## src/sv/lpfd_pkg.sv

```systemverilog
package lpfd_pkg;

  localparam int HEADER_BYTES = 4;
  localparam int HDR_CNT_W    = 2;
  localparam int PADDR_W      = 3;

  localparam logic [31:0] MAX_FRAME_RESET = 32'd65536;

  localparam logic REG_MAX_FRAME = 1'b0;

  localparam logic [7:0] CONT_MASK  = 8'hC0;
  localparam logic [7:0] CONT_TAG   = 8'h80;
  localparam logic [7:0] LEAD2_MASK = 8'hE0;
  localparam logic [7:0] LEAD2_TAG  = 8'hC0;
  localparam logic [7:0] LEAD3_MASK = 8'hF0;
  localparam logic [7:0] LEAD3_TAG  = 8'hE0;
  localparam logic [7:0] LEAD4_MASK = 8'hF8;
  localparam logic [7:0] LEAD4_TAG  = 8'hF0;

  typedef enum logic [1:0] {
    PH_HEADER = 2'd0,
    PH_BODY   = 2'd1,
    PH_HALT   = 2'd2
  } phase_t;

  typedef enum logic [1:0] {
    ST_OK    = 2'd0,
    ST_ZERO  = 2'd1,
    ST_LARGE = 2'd2,
    ST_UTF8  = 2'd3
  } status_t;

  typedef struct packed {
    logic [7:0] out_byte;
    logic       frame_end;
    status_t    status;
  } result_t;

endpackage

```

## src/sv/lpfd_if.sv

```systemverilog
interface lpfd_in_if;
  logic       valid;
  logic       ready;
  logic [7:0] in_byte;

  modport source (output valid, output in_byte, input ready);
  modport sink (input valid, input in_byte, output ready);
endinterface

interface lpfd_out_if;
  logic       valid;
  logic       ready;
  logic [7:0] out_byte;
  logic       frame_end;
  logic [1:0] status;

  modport source (output valid, output out_byte, output frame_end, output status, input ready);
  modport sink (input valid, input out_byte, input frame_end, input status, output ready);
endinterface

```

## src/sv/lpfd_regs.sv

```systemverilog
module lpfd_regs
  import lpfd_pkg::*;
(
  input  logic               clk,
  input  logic               rst,
  input  logic               psel,
  input  logic               penable,
  input  logic               pwrite,
  input  logic [PADDR_W-1:0] paddr,
  input  logic [31:0]        pwdata,
  output logic [31:0]        prdata,
  output logic               pready,
  output logic [31:0]        frame_cap
);

  logic wr;
  logic hit;

  assign pready = 1'b1;
  assign hit    = (paddr[2] == REG_MAX_FRAME);
  assign wr     = psel && penable && pwrite && pready;
  assign prdata = hit ? frame_cap : 32'd0;

  always_ff @(posedge clk) begin
    if (rst) begin
      frame_cap <= MAX_FRAME_RESET;
    end else if (wr && hit) begin
      frame_cap <= pwdata;
    end
  end

endmodule

```

## src/sv/lpfd_core.sv

```systemverilog
module lpfd_core
  import lpfd_pkg::*;
(
  input  logic        clk,
  input  logic        rst,
  input  logic        accept,
  input  logic [7:0]  in_byte,
  input  logic [31:0] frame_cap,
  output logic        res_valid,
  output result_t     result
);

  phase_t               phase;
  phase_t               phase_next;
  logic [HDR_CNT_W-1:0] header_count;
  logic [31:0]          length_acc;
  logic [31:0]          body_left;
  logic [1:0]           cont_left;
  logic                 utf8_bad;

  logic [31:0] length_full;
  logic        hdr_last;
  logic        len_zero;
  logic        len_large;
  logic        body_last;
  logic [1:0]  cont_chk;
  logic        bad_chk;
  logic        bad_end;

  assign length_full = {length_acc[23:0], in_byte};
  assign hdr_last    = (header_count == HDR_CNT_W'(HEADER_BYTES - 1));
  assign len_zero    = (length_full == 32'd0);
  assign len_large   = (length_full > frame_cap);
  assign body_last   = (body_left == 32'd1);
  assign bad_end     = bad_chk || (cont_chk != 2'd0);

  always_comb begin
    cont_chk = cont_left;
    bad_chk  = utf8_bad;
    if (cont_left != 2'd0) begin
      if ((in_byte & CONT_MASK) != CONT_TAG) bad_chk = 1'b1;
      cont_chk = cont_left - 2'd1;
    end else begin
      priority if (!in_byte[7]) begin
        cont_chk = 2'd0;
      end else if ((in_byte & LEAD2_MASK) == LEAD2_TAG) begin
        cont_chk = 2'd1;
      end else if ((in_byte & LEAD3_MASK) == LEAD3_TAG) begin
        cont_chk = 2'd2;
      end else if ((in_byte & LEAD4_MASK) == LEAD4_TAG) begin
        cont_chk = 2'd3;
      end else begin
        bad_chk = 1'b1;
      end
    end
  end

  always_comb begin
    phase_next = phase;
    if (accept) begin
      unique case (phase)
        PH_HEADER: begin
          if (hdr_last) phase_next = (len_zero || len_large) ? PH_HALT : PH_BODY;
        end
        PH_BODY: begin
          if (body_last) phase_next = bad_end ? PH_HALT : PH_HEADER;
        end
        default: phase_next = phase;
      endcase
    end
  end

  always_comb begin
    res_valid        = 1'b0;
    result.out_byte  = in_byte;
    result.frame_end = 1'b0;
    result.status    = ST_OK;
    unique case (phase)
      PH_HEADER: begin
        res_valid        = accept && hdr_last && (len_zero || len_large);
        result.out_byte  = 8'd0;
        result.frame_end = 1'b1;
        result.status    = len_zero ? ST_ZERO : ST_LARGE;
      end
      PH_BODY: begin
        res_valid        = accept;
        result.frame_end = body_last;
        result.status    = (body_last && bad_end) ? ST_UTF8 : ST_OK;
      end
      default: res_valid = 1'b0;
    endcase
  end

  always_ff @(posedge clk) begin
    if (rst) begin
      phase        <= PH_HEADER;
      header_count <= '0;
      length_acc   <= '0;
      body_left    <= '0;
      cont_left    <= '0;
      utf8_bad     <= 1'b0;
    end else begin
      phase <= phase_next;
      if (accept) begin
        unique case (phase)
          PH_HEADER: begin
            length_acc <= length_full;
            if (!hdr_last) begin
              header_count <= header_count + HDR_CNT_W'(1);
            end else begin
              header_count <= '0;
              if (!len_zero && !len_large) begin
                body_left  <= length_full;
                length_acc <= '0;
                cont_left  <= '0;
                utf8_bad   <= 1'b0;
              end
            end
          end
          PH_BODY: begin
            body_left <= body_left - 32'd1;
            if (body_last && !bad_end) begin
              cont_left <= '0;
              utf8_bad  <= 1'b0;
            end else begin
              cont_left <= cont_chk;
              utf8_bad  <= bad_chk;
            end
          end
          default: begin
          end
        endcase
      end
    end
  end

endmodule

```

## src/sv/lpfd_out_skid.sv

```systemverilog
module lpfd_out_skid
  import lpfd_pkg::*;
(
  input  logic    clk,
  input  logic    rst,
  input  logic    in_valid,
  input  result_t in_data,
  output logic    in_ready,
  output logic    out_valid,
  output result_t out_data,
  input  logic    out_ready
);

  logic    skid_valid;
  result_t skid_data;
  logic    hold;

  assign in_ready = !skid_valid;
  assign hold     = out_valid && !out_ready;

  always_ff @(posedge clk) begin
    if (rst) begin
      out_valid  <= 1'b0;
      skid_valid <= 1'b0;
    end else if (hold) begin
      if (in_valid) skid_valid <= 1'b1;
    end else if (skid_valid) begin
      out_valid  <= 1'b1;
      skid_valid <= 1'b0;
    end else begin
      out_valid <= in_valid;
    end
  end

  always_ff @(posedge clk) begin
    if (hold) begin
      if (in_valid) skid_data <= in_data;
    end else if (skid_valid) begin
      out_data <= skid_data;
    end else if (in_valid) begin
      out_data <= in_data;
    end
  end

endmodule

```

## src/sv/length_prefixed_frame_decoder_top.sv

```systemverilog
// Length-prefixed frame decoder.
// rx carries the raw byte stream; tx carries one result per body byte and
// one result for a bad header. Each frame is a 4-byte big-endian length and
// then that many body bytes. Header bytes give no result except the last one
// when the length is zero or above the frame length limit (status 1 or 2).
// The last body byte has frame_end set and status 3 if the body was not
// valid UTF-8. Any error halts the decoder: later bytes are taken and
// dropped until reset. Bodies stream through, so discard a frame that ends
// in an error.
// Throughput: one byte per cycle while rx.ready is high. Each result is
// registered in the output buffer when its byte transfers on rx; the length
// and UTF-8 counters update on that same transfer.
// A two-entry output buffer (output register plus skid register) absorbs one
// more result while tx stalls; rx.ready then drops until tx takes a result
// and rises again in the cycle after that transfer.
// Reset (rst, synchronous) clears the decoder to the header phase, empties
// the output buffer and sets the frame length limit (word 0 on the APB port)
// to 65536. Write the register only while the decoder is idle.
module length_prefixed_frame_decoder_top
  import lpfd_pkg::*;
(
  input  logic               clk,
  input  logic               rst,
  input  logic               psel,
  input  logic               penable,
  input  logic               pwrite,
  input  logic [PADDR_W-1:0] paddr,
  input  logic [31:0]        pwdata,
  output logic [31:0]        prdata,
  output logic               pready,
  lpfd_in_if.sink            rx,
  lpfd_out_if.source         tx
);

  logic [31:0] frame_cap;
  logic        accept;
  logic        res_valid;
  result_t     result;
  result_t     tx_data;

  lpfd_regs u_regs (
    .clk       (clk),
    .rst       (rst),
    .psel      (psel),
    .penable   (penable),
    .pwrite    (pwrite),
    .paddr     (paddr),
    .pwdata    (pwdata),
    .prdata    (prdata),
    .pready    (pready),
    .frame_cap (frame_cap)
  );

  assign accept = rx.valid && rx.ready;

  lpfd_core u_core (
    .clk       (clk),
    .rst       (rst),
    .accept    (accept),
    .in_byte   (rx.in_byte),
    .frame_cap (frame_cap),
    .res_valid (res_valid),
    .result    (result)
  );

  lpfd_out_skid u_out (
    .clk       (clk),
    .rst       (rst),
    .in_valid  (res_valid),
    .in_data   (result),
    .in_ready  (rx.ready),
    .out_valid (tx.valid),
    .out_data  (tx_data),
    .out_ready (tx.ready)
  );

  assign tx.out_byte  = tx_data.out_byte;
  assign tx.frame_end = tx_data.frame_end;
  assign tx.status    = tx_data.status;

endmodule

```

## src/flat_wrapper.sv

```systemverilog
// flat-port wrapper written by rule: the top's interface ports become plain ports
module length_prefixed_frame_decoder_top_flat import lpfd_pkg::*;
  (clk, rst, psel, penable, pwrite, paddr, pwdata, prdata, pready, rx_valid, rx_in_byte, rx_ready, tx_valid, tx_out_byte, tx_frame_end, tx_status, tx_ready);
  lpfd_in_if rx_i ();
  lpfd_out_if tx_i ();
  input  logic clk;
  input  logic rst;
  input  logic psel;
  input  logic penable;
  input  logic pwrite;
  input  logic [PADDR_W-1:0] paddr;
  input  logic [31:0] pwdata;
  output logic [31:0] prdata;
  output logic pready;
  input wire logic [$bits(rx_i.valid)-1:0] rx_valid;
  input wire logic [$bits(rx_i.in_byte)-1:0] rx_in_byte;
  output wire logic [$bits(rx_i.ready)-1:0] rx_ready;
  output wire logic [$bits(tx_i.valid)-1:0] tx_valid;
  output wire logic [$bits(tx_i.out_byte)-1:0] tx_out_byte;
  output wire logic [$bits(tx_i.frame_end)-1:0] tx_frame_end;
  output wire logic [$bits(tx_i.status)-1:0] tx_status;
  input wire logic [$bits(tx_i.ready)-1:0] tx_ready;
  assign rx_i.valid = rx_valid;
  assign rx_i.in_byte = rx_in_byte;
  assign rx_ready = rx_i.ready;
  assign tx_valid = tx_i.valid;
  assign tx_out_byte = tx_i.out_byte;
  assign tx_frame_end = tx_i.frame_end;
  assign tx_status = tx_i.status;
  assign tx_i.ready = tx_ready;
  length_prefixed_frame_decoder_top u_core (.clk(clk), .rst(rst), .psel(psel), .penable(penable), .pwrite(pwrite), .paddr(paddr), .pwdata(pwdata), .prdata(prdata), .pready(pready), .rx(rx_i), .tx(tx_i));
endmodule
```

## config.mk

```make
export PLATFORM = sky130hd
export DESIGN_NAME = length_prefixed_frame_decoder_top_flat
export DESIGN_NICKNAME = d
export VERILOG_FILES = /design/src/sv/lpfd_pkg.sv /design/src/sv/lpfd_if.sv /design/src/sv/lpfd_regs.sv /design/src/sv/lpfd_core.sv /design/src/sv/lpfd_out_skid.sv /design/src/sv/length_prefixed_frame_decoder_top.sv /design/src/flat_wrapper.sv
export SDC_FILE = /design/constraint.sdc
export NUM_CORES = 1
export LEC_CHECK = 0
export ABC_AREA = 1
export BUFFER_PORTS_ARGS = -buffer_cell sky130_fd_sc_hd__buf_2
export CAP_MARGIN = 20
export CORE_ASPECT_RATIO = 0.6
export CORE_MARGIN = 2
export CORE_UTILIZATION = 25
export DETAILED_ROUTE_END_ITERATION = 7
export GPL_TIMING_DRIVEN = 0
export PLACE_DENSITY = 0.5
export SETUP_SLACK_MARGIN = 0.5
export SLEW_MARGIN = 20
export SYNTH_ARGS = -nofsm -noshare
export SYNTH_HDL_FRONTEND = slang
export SYNTH_HIERARCHICAL = 1
export SYNTH_SLANG_ARGS = --single-unit
```

## constraint.sdc

```tcl
create_clock -name clk -period 2.85 [get_ports clk]
set_input_delay 0.285 -clock clk [delete_from_list [all_inputs] [get_ports clk]]
set_output_delay 0.285 -clock clk [all_outputs]
set_load 0.05 [all_outputs]
```

==> results.md, run 1 <==
* Cells after Synth at between 1000 and 1500
* CTS tree: yes
* Placed Instances at 1640
* Cell taking the most area after synthesis: dfxtp_1
* Root Driver: clkbuf_16
* First-pass GRT wire length at 38720 µm
* Worst rel slew slack at 0.5310
* GPL Wtd Cong at 0.8620
* Nets@finish at between 1000 and 1500
* Design Area, Final at just under 10000 µm²
* Largest net degree at the start of global routing at 17
* Post-synthesis sequential area ratio at 0.3508
* Share of cells above drive strength 1 at 0.2110
* CP Launch Type: flip-flop
* Hold path depth at 3
* Dpl cell area at between 8000 and 9000 µm²
* Skew final at 7.171 ps
* Sink Count at roughly 120
* Pwr/cell area at 639.2 nW/µm²
* Fmax at about 420 MHz
* Run status: finished clean
* Io pins at between 90 and 100
* Post-synth net total at 1234
* Critical path required time at 3000 ps
* Synthesis-stage register bit count at 119
* Reg2reg path depth at 14
* CTS Buffer Depth at 2
* Port bufs at ~90
* Hold Violations, Final at 0
* Core ar. at 28950 µm²
* Crit path arrival time at 2540 ps
* Worst Tran Pin Value at 703.5 ps
* Synthesized area at 7420 µm²
* Hold Path End: u_core/u_regs/frame_cap[16]$_SDFFE_PP1P_
* Avg Vias per Cell at 4.533
* TritonCTS Buffers at 17
* Final HPWL DP at 18940 µm
* Die span in x at approximately 230 µm
* Beginning of the worst hold path: pwdata[16]
* Vias in the first global route at roughly 7000
* Mean Syn Cell Area at 6.457 µm²
* Clock Latency Late Sink at 430 ps
* Initial antenna violation count at 0
* Post-route ant nets at 0
* Yosys warnings at 6
* Aggregate global routing overflow at 0
* Setup total negative slack at 0 ps
* DR WL/cell at 14.72 µm
* DR iter-0 viols at 673
* Crit-path max FO at 5
* Worst Setup SP: u_core/u_core/length_acc[15]$_SDFFE_PP0P_
* Crit Path Category: reg -> reg
* Worst r2r src: u_core/u_core/length_acc[15]$_SDFFE_PP0P_
* Final Slew Violations at 0
* Final WL at 24940 µm
* Met2 usage at 0.2062
* RR Endpoint: u_core/u_out/out_data[0]$_DFFE_PP_
* DRT Pass-1 Iters at 6
* Leak at roughly 4.6 nW
* Synthesis-to-layout area growth at 29.70%
* Synth area leaders: dfxtp_1, nand2_1, nor2_1
* Worst R2R Setup Slack at 470 ps
* DIE AREA at 31120 µm²
* Hold crit path type: in -> reg
* Period utilization at 0.8368
* Met3 usage at 0.04607
* GRT Resource Usage Total at 0.1640
* Starting Density at 0.2563
* Busiest layer in global routing: met1
* Finished Layout Cells at between 1500 and 2000
* Row Count at 48
* Vert. Die Dim at about 140 µm
* Met1 Usage GRT at 0.2614
* Fin Hold WS at ~72 ps
* Synth top area share at 0.2617
* Critical Path Sink Type: flip-flop
* Final core occ at 0.3324
* DRC at 0
* Unrepaired setup endpoints after global routing: true
* Crit path time final at 2385 ps
* Final setup vio count at 0
* Max_cap viols at 0
* H-tree depth at 4
* Reg clk slew, reported paths at 60 ps
* Via count at 7683
* Cell variety after synth at 39
* Peak supply drop at 0.3721 mV
-- cells in the final DEF (no fill, tap or decap), drive strengths merged, types with 2 or more instances in the layout --
cell,n
xor2,4
clkinv,4
o21ai,39
nand3b,7
inv,177
nand2,261
and3,2
nand3,108
nor3,10
buf,140
nand4,11
bufinv,4
clkbuf,44
nor4,4
o31ai,2
edfxtp,22
a21oi,73
ha,35
nor2,239
dfxtp,97
xnor2,2
-- registers in the layout, summed over array words and instances (netlist names) --
signal	count
u_core/u_core/body_left	32
u_core/u_regs/frame_cap	32
u_core/u_core/length_acc	24
u_core/u_out/out_data	11
u_core/u_out/skid_data	11
u_core/u_core/cont_left	2
u_core/u_core/header_count	2
u_core/u_core/phase	2
u_core/u_core/utf8_bad	1
u_core/u_out/out_valid	1
u_core/u_out/skid_valid	1
-- stage by stage --
| step | total power [W] | worst slack, ps |
|---|---|---|
| 2_1_floorplan | 0.003119 | 591.3 |
| 6_report | 0.006151 | 465.2 |
| 3_3_place_gp | 0.003573 | -97.74 |
| 4_1_cts | 0.006033 | 464.0 |
| 3_5_place_dp | 0.003587 | -127.4 |
| 5_1_grt | 0.006495 | 361.8 |
-- cell type report --
cell class                 count  area, µm²
fill                        3190      19320
multi-input combinational    805       4113
buffer                        49      371.6
antenna                        1      2.502
inverter                     177      664.4
timing repair buffer         112      698.2
clock inverter                 9      147.6
clock buffer                  23      469.2
tap                          400      500.5
sequential                   119       2656
-- synth_stat cells (all sizes together) --
cell type and number:
xnor2 2, inv 177, clkbuf 16, nand4 11, dfxtp 97, nor2 239
nor3 10, ha 35, o21a 1, conb 1, o22ai 1, mux2i 1
edfxtp 22, or3 1, a21oi 73, nand3b 7, o21ai 39, nor4 4
a21o 1, buf 33, o31ai 2, nor3b 1, nand3 108, xor2 4
and3 1, a31oi 1, nand2 261
-- report_power, final --
group | switching, W | internal, W | total (W)
clock | 0.000816 | 0.00151 | 0.00232
sequential | 0.000103 | 0.00180 | 0.00191
combinational | 0.00125 | 0.000671 | 0.00192
total | 0.00217 | 0.00398 | 0.00615
-- worst max-delay path, stage by stage (launching register included) --
cell	delay, ps
dfxtp_4	370
ha_4	280
nand2_4	50
nor2_4	110
nand4_1	170
nor2_4	210
nand2_2	80
nand2_2	60
nand2_2	60
nand2_2	70
nand3_2	100
o21ai_4	110
nor2_4	60
a21oi_4	200
clkbuf_16	180
-- how the worst max path moves through the flow --
stage	slack, ps	to
global route	360	u_core/u_out/out_data[0]$_DFFE_PP_
floorplan	590	u_core/u_out/out_data[0]$_DFFE_PP_
CTS	460	u_core/u_out/out_data[7]$_DFFE_PP_
finish	470	u_core/u_out/out_data[0]$_DFFE_PP_
detailed placement	-130	u_core/u_out/out_data[10]$_DFFE_PP_
global placement	-100	u_core/u_out/out_data[10]$_DFFE_PP_
-- per-layer routing --
layer | vias to the layer above | part of all wire
met5 | - | 0
met2 | 238 | 0.35
met1 | 3557 | 0.56
met3 | 17 | 0.081
met4 | 0 | 0.0089
li1 | 3871 | -
-- repair_timing --
item                                    4_1_cts  5_1_grt
hold buffers                                  0        0
gates resized for setup                      62       50
endpoints found under the setup margin       79       79
buffers inserted                             14        3
cloned                                        2        3
pin swaps                                    10       13
-- kinds of logic (layout without fill, tap and decap cells) --
group	count (synthesis)	in the layout	share of synthesized area
compound gates	118	118	0.08128
xor+xnor	6	6	0.007083
fa+ha+maj	35	35	0.05902
buf+inv	226	370	0.1322
flops	119	119	0.3508
mux	1	1	0.001349
other cells	1	2	0.0005054
simple gates	643	644	0.3678
(Power assumes the default switching activity.)
==> run 2: changes to the inputs <==
PLACE_DENSITY = 0.51   (was 0.5)
clock period = 2.1 ns   (was 2.85 ns; I/O delays follow)
==> results.md, run 2 (same netlist as run 1, synthesis figures left out) <==
* Skew final at 7.397 ps
* Via count at roughly 8000
* Synthesis-to-layout area growth at 41.40%
* Seq pwr share at 0.295
* Initial antenna violation count at 0
* Root Driver: clkbuf_16
* Crit-path max FO at 5
* DR WL/cell at 15.36 µm
* CTS tree: yes
* Commonest non-fill, non-tap cell in the layout: nand2_1
* Hold crit path type: in -> reg
* Row Count at 48
* Critical Path Sink Type: flip-flop
* Crit path time final at 2455 ps
* Largest registers: u_core/u_core/body_left: 32 flops, u_core/u_regs/frame_cap: 32 flops, u_core/u_core/length_acc: 24 flops
* Ant. Diodes at 0
* Crit Path Category: reg -> reg
* Most frequent cells in the layout: nand2_1, nor2_1, inv_1
* Core ar. at 28950 µm²
* Crit path arrival time at 2610 ps
* Fin Hold WS at 78.53 ps
* Max incr delay on CP at between 300 and 400 ps
* Worst Setup SP: u_core/u_core/length_acc[12]$_SDFFE_PP0P_
* Setup total negative slack at -20240 ps
* Final core occ at 0.3624
* Clock group share of total power at 0.363
* CTS Buffer Depth at 2
* Worst path bufs/invs at 1
* DR iter-0 viols at 709
* Gate power share at 0.343
* Port bufs at 91
* Nets@finish at 1398
* Hold Violations, Final at 0
* Worst r2r src: u_core/u_core/length_acc[12]$_SDFFE_PP0P_
* Setup WS post-layout at -355.1 ps
* Worst path cell trace: ha_4, nand2_4, nor2_4, nand4_1, nor2_4, nand2_1, nand2_1, nand2_2, nand2_2, nand3_2, o21ai_4, nor2_4, a21oi_4, clkbuf_16
* GPL Wtd Cong at 0.9065
* Worst R2R Setup Slack at -360 ps
* CP Launch Type: flip-flop
* Reg clk slew, reported paths at 60 ps
* # fillers at 3110
* Pwr/cell area at 842.9 nW/µm²
* Crit path max-delay family: simple AND/OR/NAND/NOR gates
* Worst Tran Pin Value at 718.1 ps
* H-tree depth at 4
* Run status: complete, but fails checks
* TritonCTS Buffers at 17
* Fmax at 407.3 MHz
* Period utilization at 1.169
* Peak supply drop at 0.4709 mV
* Violated checks: setup timing
* DIE AREA at 31120 µm²
* Pre-CTS WS at -591.4 ps
* CP max-delay cell: dfxtp_4
* Leak at around 4.9 nW
* Final setup vio count at 83
* Aggregate global routing overflow at 0
* Critical path required time at 2250 ps
* Worst rel slew slack at 0.5212
* Starting Density at 0.2563
* Internal power at around 0.0057 W
* Critical Path Most Common Cell: nor2_4
* Vias in the first global route at between 6000 and 7000
* Final Slew Violations at 0
* Avg Vias per Cell at 4.600
* Die span in x at 226.4 µm
* Final WL at 26500 µm
* Clock Latency Late Sink at 430 ps
* Final HPWL DP at 18920 µm
* GRT Resource Usage Total at 0.1674
* Largest net degree at the start of global routing at 17
* Net switching power at 0.003186 W
* Sink Count at about 120
* DRC at 0
* First-pass GRT wire length at 39220 µm
* Max_cap viols at 0
* Vert. Die Dim at 137.4 µm
* DRT Pass-1 Iters at 5
* Sw Share at 0.3603
* Unrepaired setup endpoints after global routing: true
* Post-route ant nets at 0
* Share of cells above drive strength 1 at 0.3137
* Io pins at 96
* Beginning of the worst hold path: rx_in_byte[0]
-- run 2: per-stage QoR --
| step | power [W] | cells | area [µm²] |
|---|---|---|---|
| after detailed placement | 0.004956 | 1640 | 8529 |
| after floorplan | 0.004314 | 1149 | 7574 |
| after global placement | 0.004933 | 1640 | 8529 |
| after CTS | 0.008534 | 1708 | 9862 |
| after global routing | 0.009266 | 1726 | 10490 |
| final | 0.008843 | 1726 | 10490 |
-- run 2: power by group through the flow --
stage | combinational (W) | sequential (W) | clock [W]
final | 0.00303 | 0.00261 | 0.00321
after global routing | 0.00328 | 0.00262 | 0.00337
after CTS | 0.00269 | 0.00259 | 0.00325
after detailed placement | 0.00232 | 0.00264 | 0
after global placement | 0.00229 | 0.00264 | 0
after floorplan | 0.00170 | 0.00261 | 0
-- run 2: cell type report --
cell class,count,area [µm²],share of cell area
timing repair buffer,144,1018,0.09708
multi-input combinational,805,4582,0.4367
clock buffer,22,500.5,0.04770
clock inverter,10,140.1,0.01336
sequential,119,2671,0.2546
tap,400,500.5,0.04770
inverter,177,666.9,0.06357
buffer,49,411.6,0.03924
-- run 2: routing by layer --
metal  up-vias  GRT usage  part of all wire  wire (µm)
met4         0    0.03911            0.0065        172
met3        15    0.04734             0.087       2302
met5         -          0                 0          0
met1      3700     0.2715              0.54      14330
li1       3946          -                 -          -
met2       278     0.2052              0.37       9704
-- run 2: worst min-delay path, delay by kind of cell --
| family | cells | cell delay [ps] |
|---|---|---|
| compound gates | 1 | 40 |
| simple gates | 1 | 70 |
| buf+inv | 1 | 130 |
-- run 2: worst paths after layout --
| kind | end | cells past startpoint |
|---|---|---|
| hold / removal | u_core/u_core/length_acc[0]$_SDFFE_PP0P_ | 3 |
| hold reg to reg | u_core/u_regs/frame_cap[5]$_SDFFE_PP0P_ | 2 |
| setup / recovery | u_core/u_out/out_data[0]$_DFFE_PP_ | 14 |
| setup reg to reg | u_core/u_out/out_data[0]$_DFFE_PP_ | 14 |
-- run 2: repair_timing --
item	4_1_cts	5_1_grt
endpoints found under the setup margin	93	93
pin swaps	23	36
gates resized for setup	107	119
endpoints found under the hold margin	1	0
hold buffers	1	0
cloned	4	5
buffers inserted	31	13
